### config.mk
export PLATFORM = sky130hd
export DESIGN_NAME = bms_ram
export DESIGN_NICKNAME = d
export VERILOG_FILES = /design/src/rtl/core/bms_ram.sv
export SDC_FILE = /design/constraint.sdc
export NUM_CORES = 2
export LEC_CHECK = 0
export BUFFER_PORTS_ARGS = -buffer_cell sky130_fd_sc_hd__buf_2
export CAP_MARGIN = 20
export CELL_PAD_IN_SITES_DETAIL_PLACEMENT = 0
export CELL_PAD_IN_SITES_GLOBAL_PLACEMENT = 1
export CORE_ASPECT_RATIO = 1.25
export CORE_MARGIN = 2
export CORE_UTILIZATION = 57
export DETAILED_ROUTE_END_ITERATION = 10
export PLACE_DENSITY_LB_ADDON = 0.1
export SLEW_MARGIN = 25
export SYNTH_ARGS = -nofsm -noshare
export SYNTH_HDL_FRONTEND = slang
export SYNTH_SLANG_ARGS = --single-unit
### constraint.sdc
create_clock -name clk -period 6.74 [get_ports clk]
set_clock_uncertainty 0.2 [all_clocks]
set_input_delay 1.348 -clock clk [delete_from_list [all_inputs] [get_ports clk]]
set_output_delay 1.348 -clock clk [all_outputs]
set_load 0.02 [all_outputs]
### src/rtl/core/bms_ram.sv
// Simple dual-port synchronous RAM: one write port, one registered read port.
module bms_ram #(
  parameter int unsigned DEPTH = 256,
  parameter int unsigned WIDTH = 8,
  parameter int unsigned AW    = $clog2(DEPTH)
) (
  input  logic             clk,
  input  logic             we,
  input  logic [AW-1:0]    waddr,
  input  logic [WIDTH-1:0] wdata,
  input  logic [AW-1:0]    raddr,
  output logic [WIDTH-1:0] rdata
);

  logic [WIDTH-1:0] mem [DEPTH];

  always_ff @(posedge clk) begin
    if (we) begin
      mem[waddr] <= wdata;
    end
    rdata <= mem[raddr];
  end

endmodule

# After elaboration in Yosys (flattened, before gate mapping)
# Memory sizes are Yosys's and may differ from the RTL's. A register that Yosys moved wholly into a read port is not among the register bits.
# Cells that the tools add are included.
# classes
muxes,2
# ops
operator,n
2-to-1 mux 1 bit,2
# word_totals
ramBits,2048
mem_count,1
out_inout_bits,8
regBits,0
# memory_table
memory,depth,word_bits,read_ports,rd_clocked_by_memory_dff,wr,line,rtl
mem,256,8,1,1,1,15,logic [WIDTH-1:0] mem [DEPTH];

# Logic depth before layout (Yosys ltp)
# depth
depth_word,2
depth_mapped,11
ltp_nobuf,6

# Worst setup path before layout
# Ideal clock, no wire load.
# synth_path
path_type,input port to flip-flop
startpoint,in raddr[0]
endpoint,"reg rdata[2], read port of mem"
t_required_ps,6409
path_stages,9
t_arrival_ps,3155
path_buffers,4
slack_ps,3254
cell_sequence,buf_6 -> buf_12 -> buf_8 -> buf_2 -> mux4_2 -> a22oi_1 -> a21oi_1 -> nor4_1 -> nor4_2
# synth_lines
item,line,rtl
from (decl),11,"input logic [AW-1:0] raddr,"
to (decl),12,output logic [WIDTH-1:0] rdata

==> out/summary.log <==
INFO  route          drt-pass1-iter-count=5
INFO  clock_network  clk_pin_slew_worst_paths=0.06ns
INFO  floorplanning  floorplan.initialDensity=0.573
INFO  yosys          synth.net_count=3759
INFO  power          netSwitchingPower=5.36mW
INFO  worst_hold_path hold_path.startpoint=wdata[5]
INFO  power          pwr-share-clk=0.400
INFO  setup_path     critical_path_required=7.22ns
INFO  route          via_count=38.2k
INFO  status         result_of_the_run=finished clean
INFO  yosys          synth-seq-cells=2056
INFO  power          fin_total_pwr=25.6mW
INFO  yosys          count_of_different_cell_masters_after_synthesis=55
INFO  clock_network  cts_hold_buf=0
INFO  finish         finalInstanceArea=87600squm
INFO  yosys          synth_cells=3733
INFO  route          wl_met2=99.4mm
INFO  grt            grt_start_max_net_pins=177
INFO  sta            final.min_clock_period=4.85ns
INFO  grt            global_route.overflow_total=0
INFO  grt            gr-usage-all-layers=0.275
INFO  power          total_leakage_power=26.8nW
INFO  yosys          yosys.area.top_type_share=0.773
INFO  route          detail_route.wirelength.met1=73.3mm
INFO  setup_path     cp-end-kind=flip-flop
INFO  setup_path     worst_r2r_path_depth=6
INFO  power          power_share_of_the_sequential_group=0.551
INFO  sta            timing.final.ws_setup=1.89ns
INFO  yosys          ys_async_sr_fraction=0
INFO  sta            setup-violations-final=0
INFO  yosys          netlist_top_cells_count=edfxtp_1 (2048), mux4_2 (454), nor2_1 (282)
INFO  floorplanning  die_w=338um
INFO  yosys          netlist.top_cell.by_area=edfxtp_1
INFO  power          peakVddDrop=0.241mV
INFO  setup_path     regToRegStartpoint=mem[26][5]
INFO  setup_path     cp-start-kind=input port
INFO  grt            grt_antenna_before_repair=10
INFO  clock_network  clkSinkCount=2056
INFO  floorplanning  core_area=139000squm
INFO  placed_design  dpl-instance-area=81700squm
INFO  clock_network  postCtsSetupBuffers=0
INFO  yosys          yosysMostFrequentCell=edfxtp_1
INFO  floorplanning  pin_count=34
INFO  setup_path     worst-endpoint-arrival=5.34ns
INFO  setup_path     setup.worst_path.class=in2reg
INFO  clock_network  clock_path_buffers=3
INFO  sta            max-slew-margin-rel=0.203
INFO  worst_hold_path holdCritPathClass=in2reg
INFO  clock_network  clk-insertion-delay-late=0.82ns
INFO  sta            tightestPinTransition=1.18ns
INFO  grt            grt_first_pass_wirelength=281mm
INFO  grt            first_global_vias=39.5k
INFO  finish         finish.net_count=3832
INFO  job            cap_viol_max_count=0
INFO  route          drt_wl_total=193mm
INFO  finish         signed_area_change_from_the_synthesized_netlist_to_the_final_layout=10.1%
INFO  route          antenna_violating_nets_post_route=0
INFO  worst_hold_path whs_endpoint=mem[253][5]
INFO  sta            finalCritPeriodShare=0.720
INFO  setup_path     critical_path.max_fanout=69
INFO  route          drt_first_iter_violations=4195
INFO  setup_path     r2r_slack=3.53ns
INFO  placed_design  place_ws=1.13ns
INFO  floorplanning  die_height=422um
INFO  power          internal_power=20.3mW
INFO  route          highest_layer=met5
INFO  placed_design  detailed_place_hpwl=117mm
INFO  floorplanning  design.die.area=143000squm
INFO  route          detail_route.wl_per_cell=33.2um
INFO  sta            finalSetupTns=0ns
INFO  yosys          synth_seq_area_share=0.775
INFO  worst_hold_path hold_path_cell_cnt=1
INFO  clock_network  cts.repair.resized=0
INFO  sta            setup_repair_after_global_routing_missed_its_margin=false
INFO  power          portion_of_total_power_attributed_to_combinational_logic=0.049
INFO  yosys          mean_instance_size_in_the_synthesized_netlist=21.3squm
INFO  yosys          synth_edf_count=2048
INFO  finish         drive_gt1_frac=0.220
INFO  yosys          synth.top_cells.by_area=edfxtp_1 (77%), mux4_2 (13%), mux2i_1 (1.7%)
INFO  power          pwrdens=293nW/um^2
INFO  placed_design  numPortBuffers=33
INFO  route          detail_route.vias_per_cell=6.57
INFO  route          drc=0
INFO  placed_design  routability_driven_placement_congestion_ratio=0.818
INFO  yosys          yosys_most_used_dff=edfxtp_1
INFO  yosys          post_synth_instance_area=79600squm
INFO  sta            endpoints_failing_hold=0
INFO  yosys          ys_warn_count=0
INFO  sta            finalMaxSlewViolations=0
INFO  clock_network  ctsHtreeMaxLevel=4
INFO  finish         num-fill-cells=9259
INFO  clock_network  cts_made_buffers=190
INFO  power          switching_share=0.209
INFO  floorplanning  rows=153
INFO  sta            highest_clock_rate=0.206GHz
INFO  clock_network  tritoncts_clock_tree=yes
INFO  clock_network  clock_tree_root_driver_cell=clkbuf_16
INFO  route          met3WireLength=13.8mm
INFO  setup_path     crit_start=raddr[1]
INFO  setup_path     critical_path.reg2reg.endpoint=rdata[5]
==> power by group through the flow <==
stage	Clock, mW	Combinational [mW]	Sequential, mW
finish	10.3	1.25	14.1
global route	10.9	1.31	14.1
CTS	10.4	1.26	14.1
detailed placement	0	1.25	14.4
global placement	0	1.22	14.4
floorplan	0	0.685	14.4
==> how the worst max path moves through the flow <==
stage	end	depth (start not counted)
6_report	rdata[2]	9
5_1_grt	rdata[2]	9
3_3_place_gp	rdata[7]	8
2_1_floorplan	rdata[2]	9
4_1_cts	rdata[2]	9
3_5_place_dp	rdata[2]	9
==> critical path, stage by stage <==
cell	delay [ns]
buf_8	0.44
buf_4	0.63
buf_4	0.61
mux4_2	0.42
o22ai_1	0.17
nor3_1	0.13
nor4_1	1.05
buf_4	0.26
nor4_2	0.04
==> per-stage QoR <==
stage	util	std cells	hold slack, ns
finish	0.631	5815	0.833
global route	0.631	5812	0.799
CTS	0.631	5811	0.889
detailed placement	0.588	5473	0.870
global placement	0.588	5469	0.865
floorplan	-	3733	0.570
==> metal layers <==
layer / track usage / up-vias
met5: 0 / -
met4: 0.0954 / 10
met3: 0.0469 / 336
met2: 0.466 / 1653
met1: 0.363 / 20300
li1: - / 15800
==> registers in the layout (all words and copies together) (netlist names) <==
name	count
mem	2048
rdata	8
==> cell usage in the layout (no fill, tap or decap), types with 40 or more instances in the layout <==
master and n:
clkinv_2 41, o221ai_1 46, mux4_2 454, clkbuf_16 197, a21oi_1 96, mux2i_1 134
nor2_1 279, buf_4 62, edfxtp_1 2048, a22oi_1 133, clkbuf_1 40
==> cell families (layout without fill, tap and decap cells) <==
group                  Yosys count  count (layout)  share of synthesized area
other                            0               3                          0
DFF                           2056            2056                      0.775
AOI/OAI and AO/OA              385             385                     0.0342
muxes                          591             591                      0.146
buffers and inverters          235             454                     0.0183
and+or+nand+nor                466             466                     0.0263
==> final cells by class <==
cell class	instances	area [sq um]	area share
multi-input combinational	1442	16600	0.189
antenna	3	7.51	0.0000857
tap	1860	2330	0.0266
clock buffer	239	5110	0.0583
inverter	2	7.51	0.0000857
sequential	2056	61700	0.704
clock inverter	99	757	0.00865
timing repair buffer	114	1110	0.0126
No activity file was read; power rests on OpenSTA's default activity.
